--- config.mk ---
export PLATFORM = sky130hd
export DESIGN_NAME = cascaded_speed_current_controller
export DESIGN_NICKNAME = d
export VERILOG_FILES = /design/src/hw/rtl/cscc_pkg.sv /design/src/hw/rtl/cascaded_speed_current_controller.sv
export SDC_FILE = /design/constraint.sdc
export NUM_CORES = 2
export LEC_CHECK = 0
export CAP_MARGIN = 15
export CORE_ASPECT_RATIO = 1.2
export CORE_MARGIN = 10
export CORE_UTILIZATION = 56
export DETAILED_ROUTE_END_ITERATION = 8
export DONT_BUFFER_PORTS = 1
export PLACE_DENSITY = 0.7
export SYNTH_ARGS = -nofsm -noshare
export SYNTH_HDL_FRONTEND = slang
export SYNTH_SLANG_ARGS = --single-unit
--- constraint.sdc ---
create_clock -name clk_i -period 23.7 [get_ports clk_i]
set_input_delay 0 -clock clk_i [delete_from_list [all_inputs] [get_ports clk_i]]
set_output_delay 0 -clock clk_i [all_outputs]
set_load 0.05 [all_outputs]
--- src/hw/rtl/cscc_pkg.sv ---
// cascaded speed/current controller: shared constants and register codes
// no dependencies; imported by the controller, cscc_checker and testbench
package cscc_pkg;

  localparam int unsigned CfgIdxW   = 4;
  localparam int unsigned CfgDataW  = 32;
  localparam int unsigned SampleW   = 12;
  localparam int unsigned DutyW     = 17;
  localparam int unsigned CurMaW    = 15;
  localparam int unsigned SpdRpmW   = 11;
  localparam int unsigned RefW      = 15;
  localparam int unsigned ModeW     = 2;

  // register indexes
  localparam logic [CfgIdxW-1:0] RegMode     = 4'd0;
  localparam logic [CfgIdxW-1:0] RegRef      = 4'd1;
  localparam logic [CfgIdxW-1:0] RegCurKp    = 4'd2;
  localparam logic [CfgIdxW-1:0] RegCurKi    = 4'd3;
  localparam logic [CfgIdxW-1:0] RegSpdKp    = 4'd4;
  localparam logic [CfgIdxW-1:0] RegSpdKi    = 4'd5;
  localparam logic [CfgIdxW-1:0] RegSpdKd    = 4'd6;
  localparam logic [CfgIdxW-1:0] RegCurLimit = 4'd7;

  // operating modes
  localparam logic [ModeW-1:0] ModeStop   = 2'd0;
  localparam logic [ModeW-1:0] ModeTorque = 2'd1;
  localparam logic [ModeW-1:0] ModeSpeed  = 2'd2;

  // scaling and limits
  localparam int unsigned CurScale    = 30000;
  localparam int unsigned SpdScale    = 1400;
  localparam int          SpdIntLimit = 30000;
  localparam int          CurIntLimit = 65536;
  localparam int          DutyFull    = 65536;

endpackage

--- src/hw/rtl/cascaded_speed_current_controller.sv ---
// cascaded speed/current controller: speed pid feeding a current pi, one tick per word
// depends on cscc_pkg; single shared 33x17 signed multiplier under a small sequencer
//
//  channel | direction | handshake          | payload
//  --------+-----------+--------------------+---------------------------------------
//  in      | in        | in_valid / stall   | current_sample, speed_sample
//  out     | out       | out_valid / stall  | duty, duty_valid, current_target_ma,
//          |           |                    | speed_rpm, current_ma
//  cfg     | in        | cfg_valid / ready  | cfg_index, cfg_data
//
// from acceptance to the result register a tick steps sc, ss, err, ski, skp, skd, sout, cki,
// ckp, duty, out; torque skips ski to sout, stop jumps to out; one multiplier product a cycle.
// in_stall_o is high while a tick is worked; a result waiting on out_stall_i holds
// the sequencer in its last step but the next word is not taken until it leaves.
// reset clears the sequencer, the loop state and the configuration registers;
// cfg_ready_o is always high.
module cascaded_speed_current_controller (
  input  logic                                clk_i,
  input  logic                                rst_ni,
  input  logic                                in_valid_i,
  output logic                                in_stall_o,
  input  logic [cscc_pkg::SampleW-1:0]        current_sample_i,
  input  logic [cscc_pkg::SampleW-1:0]        speed_sample_i,
  output logic                                out_valid_o,
  input  logic                                out_stall_i,
  output logic [cscc_pkg::DutyW-1:0]          duty_o,
  output logic                                duty_valid_o,
  output logic [cscc_pkg::CurMaW-1:0]         current_target_ma_o,
  output logic [cscc_pkg::SpdRpmW-1:0]        speed_rpm_o,
  output logic [cscc_pkg::CurMaW-1:0]         current_ma_o,
  input  logic                                cfg_valid_i,
  output logic                                cfg_ready_o,
  input  logic [cscc_pkg::CfgIdxW-1:0]        cfg_index_i,
  input  logic [cscc_pkg::CfgDataW-1:0]       cfg_data_i
);
  import cscc_pkg::*;

  localparam logic [3:0] StIdle = 4'd0;
  localparam logic [3:0] StSc   = 4'd1;
  localparam logic [3:0] StSs   = 4'd2;
  localparam logic [3:0] StErr  = 4'd3;
  localparam logic [3:0] StSki  = 4'd4;
  localparam logic [3:0] StSkp  = 4'd5;
  localparam logic [3:0] StSkd  = 4'd6;
  localparam logic [3:0] StSout = 4'd7;
  localparam logic [3:0] StCki  = 4'd8;
  localparam logic [3:0] StCkp  = 4'd9;
  localparam logic [3:0] StDuty = 4'd10;
  localparam logic [3:0] StOut  = 4'd11;

  logic [3:0]             state_q, state_d;

  logic [ModeW-1:0]       mode_q;
  logic [RefW-1:0]        ref_q;
  logic [CfgDataW-1:0]    cur_kp_q, cur_ki_q, spd_kp_q, spd_ki_q, spd_kd_q;
  logic [CurMaW-1:0]      limit_q;

  logic signed [15:0]     si_q, si_d;
  logic signed [15:0]     prev_q, prev_d;
  logic signed [17:0]     ci_q, ci_d;

  logic [SampleW-1:0]     cs_q, ss_q;
  logic signed [15:0]     e_q, e_d;
  logic signed [15:0]     ec_q, ec_d;
  logic signed [49:0]     acc_q, acc_d;
  logic signed [49:0]     prod_q, prod_d;

  logic [DutyW-1:0]       duty_q, duty_d;
  logic                   dv_q, dv_d;
  logic [CurMaW-1:0]      tgt_q, tgt_d;
  logic [SpdRpmW-1:0]     spd_q, spd_d;
  logic [CurMaW-1:0]      cur_q, cur_d;

  logic                   out_valid_q;
  logic [DutyW-1:0]       o_duty_q;
  logic                   o_dv_q;
  logic [CurMaW-1:0]      o_tgt_q;
  logic [SpdRpmW-1:0]     o_spd_q;
  logic [CurMaW-1:0]      o_cur_q;

  logic signed [32:0]     mul_a;
  logic signed [16:0]     mul_b;
  logic signed [34:0]     integ_sum;
  logic signed [50:0]     acc_sum;
  logic signed [35:0]     spd_out;
  logic signed [50:0]     ci_sum;
  logic signed [50:0]     duty_sum;
  logic signed [15:0]     ec_now;
  logic                   in_acc, out_free, cfg_wr;

  assign in_acc   = in_valid_i && !in_stall_o;
  assign out_free = !out_valid_q || !out_stall_i;
  assign cfg_wr   = cfg_valid_i && cfg_ready_o;

  assign integ_sum = 35'(si_q) + 35'(prod_q >>> 16);
  assign acc_sum   = 51'(acc_q) + 51'(prod_q);
  assign spd_out   = 36'(acc_sum >>> 16) + 36'(si_q);
  assign ci_sum    = 51'(ci_q) + 51'(prod_q);
  assign duty_sum  = 51'(prod_q) + 51'(ci_q);
  assign ec_now    = $signed({1'b0, tgt_q}) - $signed({1'b0, cur_q});

  // shared multiplier operand select
  always_comb begin
    mul_a = '0;
    mul_b = '0;
    unique case (state_q)
      StSc: begin
        mul_a = 33'(CurScale);
        mul_b = $signed({5'b0, cs_q});
      end
      StSs: begin
        mul_a = 33'(SpdScale);
        mul_b = $signed({5'b0, ss_q});
      end
      StSki: begin
        mul_a = $signed({1'b0, spd_ki_q});
        mul_b = 17'(e_q);
      end
      StSkp: begin
        mul_a = $signed({1'b0, spd_kp_q});
        mul_b = 17'(e_q);
      end
      StSkd: begin
        mul_a = $signed({1'b0, spd_kd_q});
        mul_b = 17'(e_q) - 17'(prev_q);
      end
      StCki: begin
        mul_a = $signed({1'b0, cur_ki_q});
        mul_b = 17'(ec_now);
      end
      StCkp: begin
        mul_a = $signed({1'b0, cur_kp_q});
        mul_b = 17'(ec_q);
      end
      default: begin
        mul_a = '0;
        mul_b = '0;
      end
    endcase
    prod_d = mul_a * mul_b;
  end

  always_comb begin
    state_d = state_q;
    si_d    = si_q;
    prev_d  = prev_q;
    ci_d    = ci_q;
    e_d     = e_q;
    ec_d    = ec_q;
    acc_d   = acc_q;
    duty_d  = duty_q;
    dv_d    = dv_q;
    tgt_d   = tgt_q;
    spd_d   = spd_q;
    cur_d   = cur_q;
    unique case (state_q)
      StIdle: begin
        if (in_acc) state_d = StSc;
      end
      StSc: state_d = StSs;
      StSs: begin
        cur_d   = prod_q[26:12];
        state_d = StErr;
      end
      StErr: begin
        spd_d = prod_q[22:12];
        e_d   = $signed({1'b0, ref_q}) - $signed({5'b0, prod_q[22:12]});
        if (mode_q == ModeSpeed) begin
          state_d = StSki;
        end else if (mode_q == ModeTorque) begin
          tgt_d   = ref_q;
          state_d = StCki;
        end else begin
          si_d    = '0;
          prev_d  = '0;
          ci_d    = '0;
          tgt_d   = '0;
          duty_d  = '0;
          dv_d    = 1'b0;
          state_d = StOut;
        end
      end
      StSki: state_d = StSkp;
      StSkp: begin
        if (integ_sum > 35'(SpdIntLimit)) si_d = 16'(SpdIntLimit);
        else if (integ_sum < -35'(SpdIntLimit)) si_d = -16'(SpdIntLimit);
        else si_d = 16'(integ_sum);
        state_d = StSkd;
      end
      StSkd: begin
        acc_d   = prod_q;
        state_d = StSout;
      end
      StSout: begin
        if (spd_out < 36'sd0) tgt_d = '0;
        else if (spd_out > $signed({21'b0, limit_q})) tgt_d = limit_q;
        else tgt_d = spd_out[CurMaW-1:0];
        prev_d  = e_q;
        state_d = StCki;
      end
      StCki: begin
        ec_d    = ec_now;
        state_d = StCkp;
      end
      StCkp: begin
        if (ci_sum > 51'(CurIntLimit)) ci_d = 18'(CurIntLimit);
        else if (ci_sum < -51'(CurIntLimit)) ci_d = -18'(CurIntLimit);
        else ci_d = 18'(ci_sum);
        state_d = StDuty;
      end
      StDuty: begin
        if (duty_sum < 51'sd0) duty_d = '0;
        else if (duty_sum > 51'(DutyFull)) duty_d = DutyW'(DutyFull);
        else duty_d = duty_sum[DutyW-1:0];
        dv_d    = 1'b1;
        state_d = StOut;
      end
      StOut: begin
        if (out_free) state_d = StIdle;
      end
      default: state_d = StIdle;
    endcase
    // writing stop clears the loop state
    if (cfg_wr && cfg_index_i == RegMode && cfg_data_i[ModeW-1:0] == ModeStop) begin
      si_d   = '0;
      prev_d = '0;
      ci_d   = '0;
    end
  end

  always_ff @(posedge clk_i or negedge rst_ni) begin
    if (!rst_ni) begin
      state_q     <= StIdle;
      mode_q      <= '0;
      ref_q       <= '0;
      cur_kp_q    <= '0;
      cur_ki_q    <= '0;
      spd_kp_q    <= '0;
      spd_ki_q    <= '0;
      spd_kd_q    <= '0;
      limit_q     <= '0;
      si_q        <= '0;
      prev_q      <= '0;
      ci_q        <= '0;
      out_valid_q <= 1'b0;
    end else begin
      state_q <= state_d;
      si_q    <= si_d;
      prev_q  <= prev_d;
      ci_q    <= ci_d;
      if (cfg_wr) begin
        unique case (cfg_index_i)
          RegMode:     mode_q   <= cfg_data_i[ModeW-1:0];
          RegRef:      ref_q    <= cfg_data_i[RefW-1:0];
          RegCurKp:    cur_kp_q <= cfg_data_i;
          RegCurKi:    cur_ki_q <= cfg_data_i;
          RegSpdKp:    spd_kp_q <= cfg_data_i;
          RegSpdKi:    spd_ki_q <= cfg_data_i;
          RegSpdKd:    spd_kd_q <= cfg_data_i;
          RegCurLimit: limit_q  <= cfg_data_i[CurMaW-1:0];
          default: ;
        endcase
      end
      if (state_q == StOut && out_free) out_valid_q <= 1'b1;
      else if (!out_stall_i) out_valid_q <= 1'b0;
    end
  end

  // datapath, no reset
  always_ff @(posedge clk_i) begin
    prod_q <= prod_d;
    e_q    <= e_d;
    ec_q   <= ec_d;
    acc_q  <= acc_d;
    duty_q <= duty_d;
    dv_q   <= dv_d;
    tgt_q  <= tgt_d;
    spd_q  <= spd_d;
    cur_q  <= cur_d;
    if (in_acc) begin
      cs_q <= current_sample_i;
      ss_q <= speed_sample_i;
    end
    if (state_q == StOut && out_free) begin
      o_duty_q <= duty_q;
      o_dv_q   <= dv_q;
      o_tgt_q  <= tgt_q;
      o_spd_q  <= spd_q;
      o_cur_q  <= cur_q;
    end
  end

  assign in_stall_o          = (state_q != StIdle);
  assign cfg_ready_o         = 1'b1;
  assign out_valid_o         = out_valid_q;
  assign duty_o              = o_duty_q;
  assign duty_valid_o        = o_dv_q;
  assign current_target_ma_o = o_tgt_q;
  assign speed_rpm_o         = o_spd_q;
  assign current_ma_o        = o_cur_q;

  a_duty_range: assert property (@(posedge clk_i) disable iff (!rst_ni)
    out_valid_o |-> duty_o <= DutyW'(DutyFull))
    else $error("duty above full scale");

  a_stop_word: assert property (@(posedge clk_i) disable iff (!rst_ni)
    (out_valid_o && !duty_valid_o) |-> (duty_o == '0 && current_target_ma_o == '0))
    else $error("stop word carries a duty or target");

  a_busy_after_accept: assert property (@(posedge clk_i) disable iff (!rst_ni)
    (in_valid_i && !in_stall_o) |=> in_stall_o)
    else $error("sequencer idle after accepting a word");

  a_ci_bound: assert property (@(posedge clk_i) disable iff (!rst_ni)
    (ci_q <= 18'sd65536) && (ci_q >= -18'sd65536))
    else $error("current integral out of bounds");

endmodule

==> metrics <==
worst hold margin=-28.9 ps; CP required=around 24000 ps; GRT Resource Usage Total=between 20% and 30%; Die X=~290 um; Fmax achieved=approximately 90 MHz; Crit Path Category=reg -> reg; EDFF count, synth=224; Synth Cell Area=about 48000 um2; Avg Synthesized Cell Area=between 9 and 10 um2; Worst VDD drop=roughly 0.09 mV; Initial Utilization=a little under three fifths; first-pass GRT wire length=about 220 mm; Net Sw Frac=roughly 50%; area delta synth->final=8.57%; synthesis-stage register bit count=between 500 and 600; most common cell after layout, fill and taps aside=inv_1; Flop pwr share=24.8%; post-DR wirelength/cell=roughly 23 um; Area contributors post-synth=fa_1, edfxtp_1, dfrtp_1; post-route ant nets=0; TritonCTS Buffers=55; Worst path most repeated cell=fa_1; RSZ-0062 raised after global routing=no; RR Endpoint=prod_q[48]; global route overflow=0; worst-path fanout max=21; commonest cells after routing, fill and taps aside=inv_1, nand2_1, fa_1, nor2_1, ha_1; vias in the first global route=39100; CTS tree=yes; register area=about 14000 um2; area share of the largest cell type after synthesis=approximately a fifth; core area=~85000 um2; die area=approximately 98000 um2; layout cell share with drive strength beyond 1=approximately 7.9%; total negative slack=0 ps; Mapped Cells=just under 5000; DRC viols=0; CTS root buf=clkbuf_16; Sink Count=521; die height=around 340 um; nets@finish=approximately 6000; Logic pwr share=between 60% and 70%; GP Congestion=0.968; Port Buf Inserts=0; max cap viols=0; H-tree levels=2; clk_skew=approximately 20 ps; final wirelength=about 140 mm; CP max stage delay=approximately 860 ps; leakage=~24 nW; final number of setup-violating endpoints=0; Worst Hold Class=in -> async; first-iteration detailed-routing DRC count=2993; fraction of registers with async set/reset=between 40 and 50%; Vias=roughly 38000; YS warnings=0; Worst-Margin Slew=about 1200 ps; io pins=127; run status=complete, but fails checks; Synth area leader=fa_1; initial antenna violation count=6; fillers=just over 7000; final hold violations=19; largest net degree at the start of global routing=248; PwrDens=119 nW/um2; switching pwr=~0.0031 W; R2R Path Start=tgt_q[0]; area of the multi-input gates=30900 um2; R2R Setup Slk=around 13000 ps; Worst-Skew Late Latency=640 ps; Final WS setup=about 13000 ps; Synth cell types=approximately 110; vias per cell=around 6; max_slew headroom=19.4%; Site Rows=between 100 and 150; DP HPWL=between 100 and 150 mm; CTS Buffer Depth=3; Internal=0.00309 W; Top FF cell, synth=dfrtp_1; Setup crit start kind=register; Worst-path clk slew=approximately 60 ps; Slowest cell on crit path=o41ai_1; pins over their slew limit=0; worst reg2reg path depth=39; Worst setup EP type=register; failing checks=hold timing; post-synthesis sequential area ratio=about 29%; DP Worst Slack=between 10000 and 15000 ps; Final Cycle Share=47.1%; Mapped Nets=5869; fin crit period=11170 ps; DRT Pass-1 Iters=6; Clk network pwr share=~15%; CP Data Arrival Time=between 10000 and 15000 ps
==> area by class of cell <==
type	instances	area share [%]
multi-input combinational	3594	59.3
sequential	521	26.7
inverter	650	4.68
timing repair buffer	158	2.87
tap	1130	2.71
clock buffer	58	2.66
clock inverter	46	1.09
antenna	5	0.0240
==> synthesized netlist by cell type (82+ instances only) <==
cell type,count
edfxtp_1,224
fa_1,455
inv_1,649
nand3_1,82
o21ai_0,155
ha_1,385
nand2_1,511
dfrtp_1,247
a21oi_1,208
nor2_1,447
mux2_2,179
xnor2_1,113
clkbuf_1,156
a21o_1,120
==> worst max-delay path, delay by kind of cell, from the launching register on <==
kind,cells,cell delay (ps)
xor+xnor,2,400
flops,1,400
simple gates,6,1420
buf+inv,6,360
compound gates,16,4560
fa+ha+maj,9,3930
==> metal layers <==
layer	GRT usage [%]	part of all wire [%]	routed length (um)	up-vias
met5	0	0	0	-
met4	16.7	6.8	9510	0
met3	4.52	7.1	10000	410
met2	49.1	49	68200	1505
met1	33.8	38	52800	18800
li1	-	-	-	16900
==> worst max-delay path by stage <==
stage,slack (ps),depth (start not counted),start,endpoint
floorplan,13600,32,state_q[3],prod_q[48]
detailed placement,12720,39,tgt_q[0],prod_q[48]
global route,11910,39,tgt_q[0],prod_q[48]
global placement,12880,38,tgt_q[0],prod_q[48]
CTS,12670,39,tgt_q[0],prod_q[48]
finish,12530,39,tgt_q[0],prod_q[48]
==> state kept, by name, summed over array words and instances, names as in the netlist, 16 cells and up <==
name and flops:
e_q 16, ec_q 16, prev_q 16, spd_ki_q 32
si_q 16, cur_ki_q 32, spd_kp_q 32, ci_q 18
cur_kp_q 32, prod_q 50, duty_q 17, acc_q 50
spd_kd_q 32, duty_o 17
==> repair_timing <==
| item | CTS | global route |
|---|---|---|
| gates resized for setup | 0 | 0 |
| setup buffers | 0 | 0 |
| endpoints found under the hold margin | 488 | 2 |
| hold buffers | 108 | 2 |
==> power groups by stage <==
| stage | Sequential [W] | Clock (W) | Combinational (W) |
|---|---|---|---|
| 2_1_floorplan | 0.00146 | 0 | 0.00258 |
| 3_3_place_gp | 0.00154 | 0 | 0.00356 |
| 3_5_place_dp | 0.00155 | 0 | 0.00362 |
| 4_1_cts | 0.00154 | 0.000945 | 0.00368 |
| 5_1_grt | 0.00156 | 0.000979 | 0.00411 |
| 6_report | 0.00154 | 0.000934 | 0.00373 |
==> stage by stage <==
stage	instances	area, um2	power (W)	utilization (%)	hold WS, ps
floorplan	4964	48000	0.00404	-	-296
global placement	5940	49000	0.00510	57.7	-277
detailed placement	5942	49000	0.00517	57.7	-274
CTS	6154	52100	0.00616	61.3	1.53
global route	6162	52100	0.00665	61.4	0.273
finish	6162	52100	0.00621	61.4	-28.9
==> logic make-up after synthesis <==
logic type | Yosys count | synth area share [%]
AOI/OAI and AO/OA | 950 | 13.5
xor gates and xnor gates | 177 | 3.23
adders and majority gates | 840 | 29.0
buffers and inverters | 849 | 6.98
DFF | 521 | 29.0
muxes | 204 | 4.72
other | 1 | 0.00781
and+or+nand+nor | 1422 | 13.6
(Power assumes the default switching activity.)
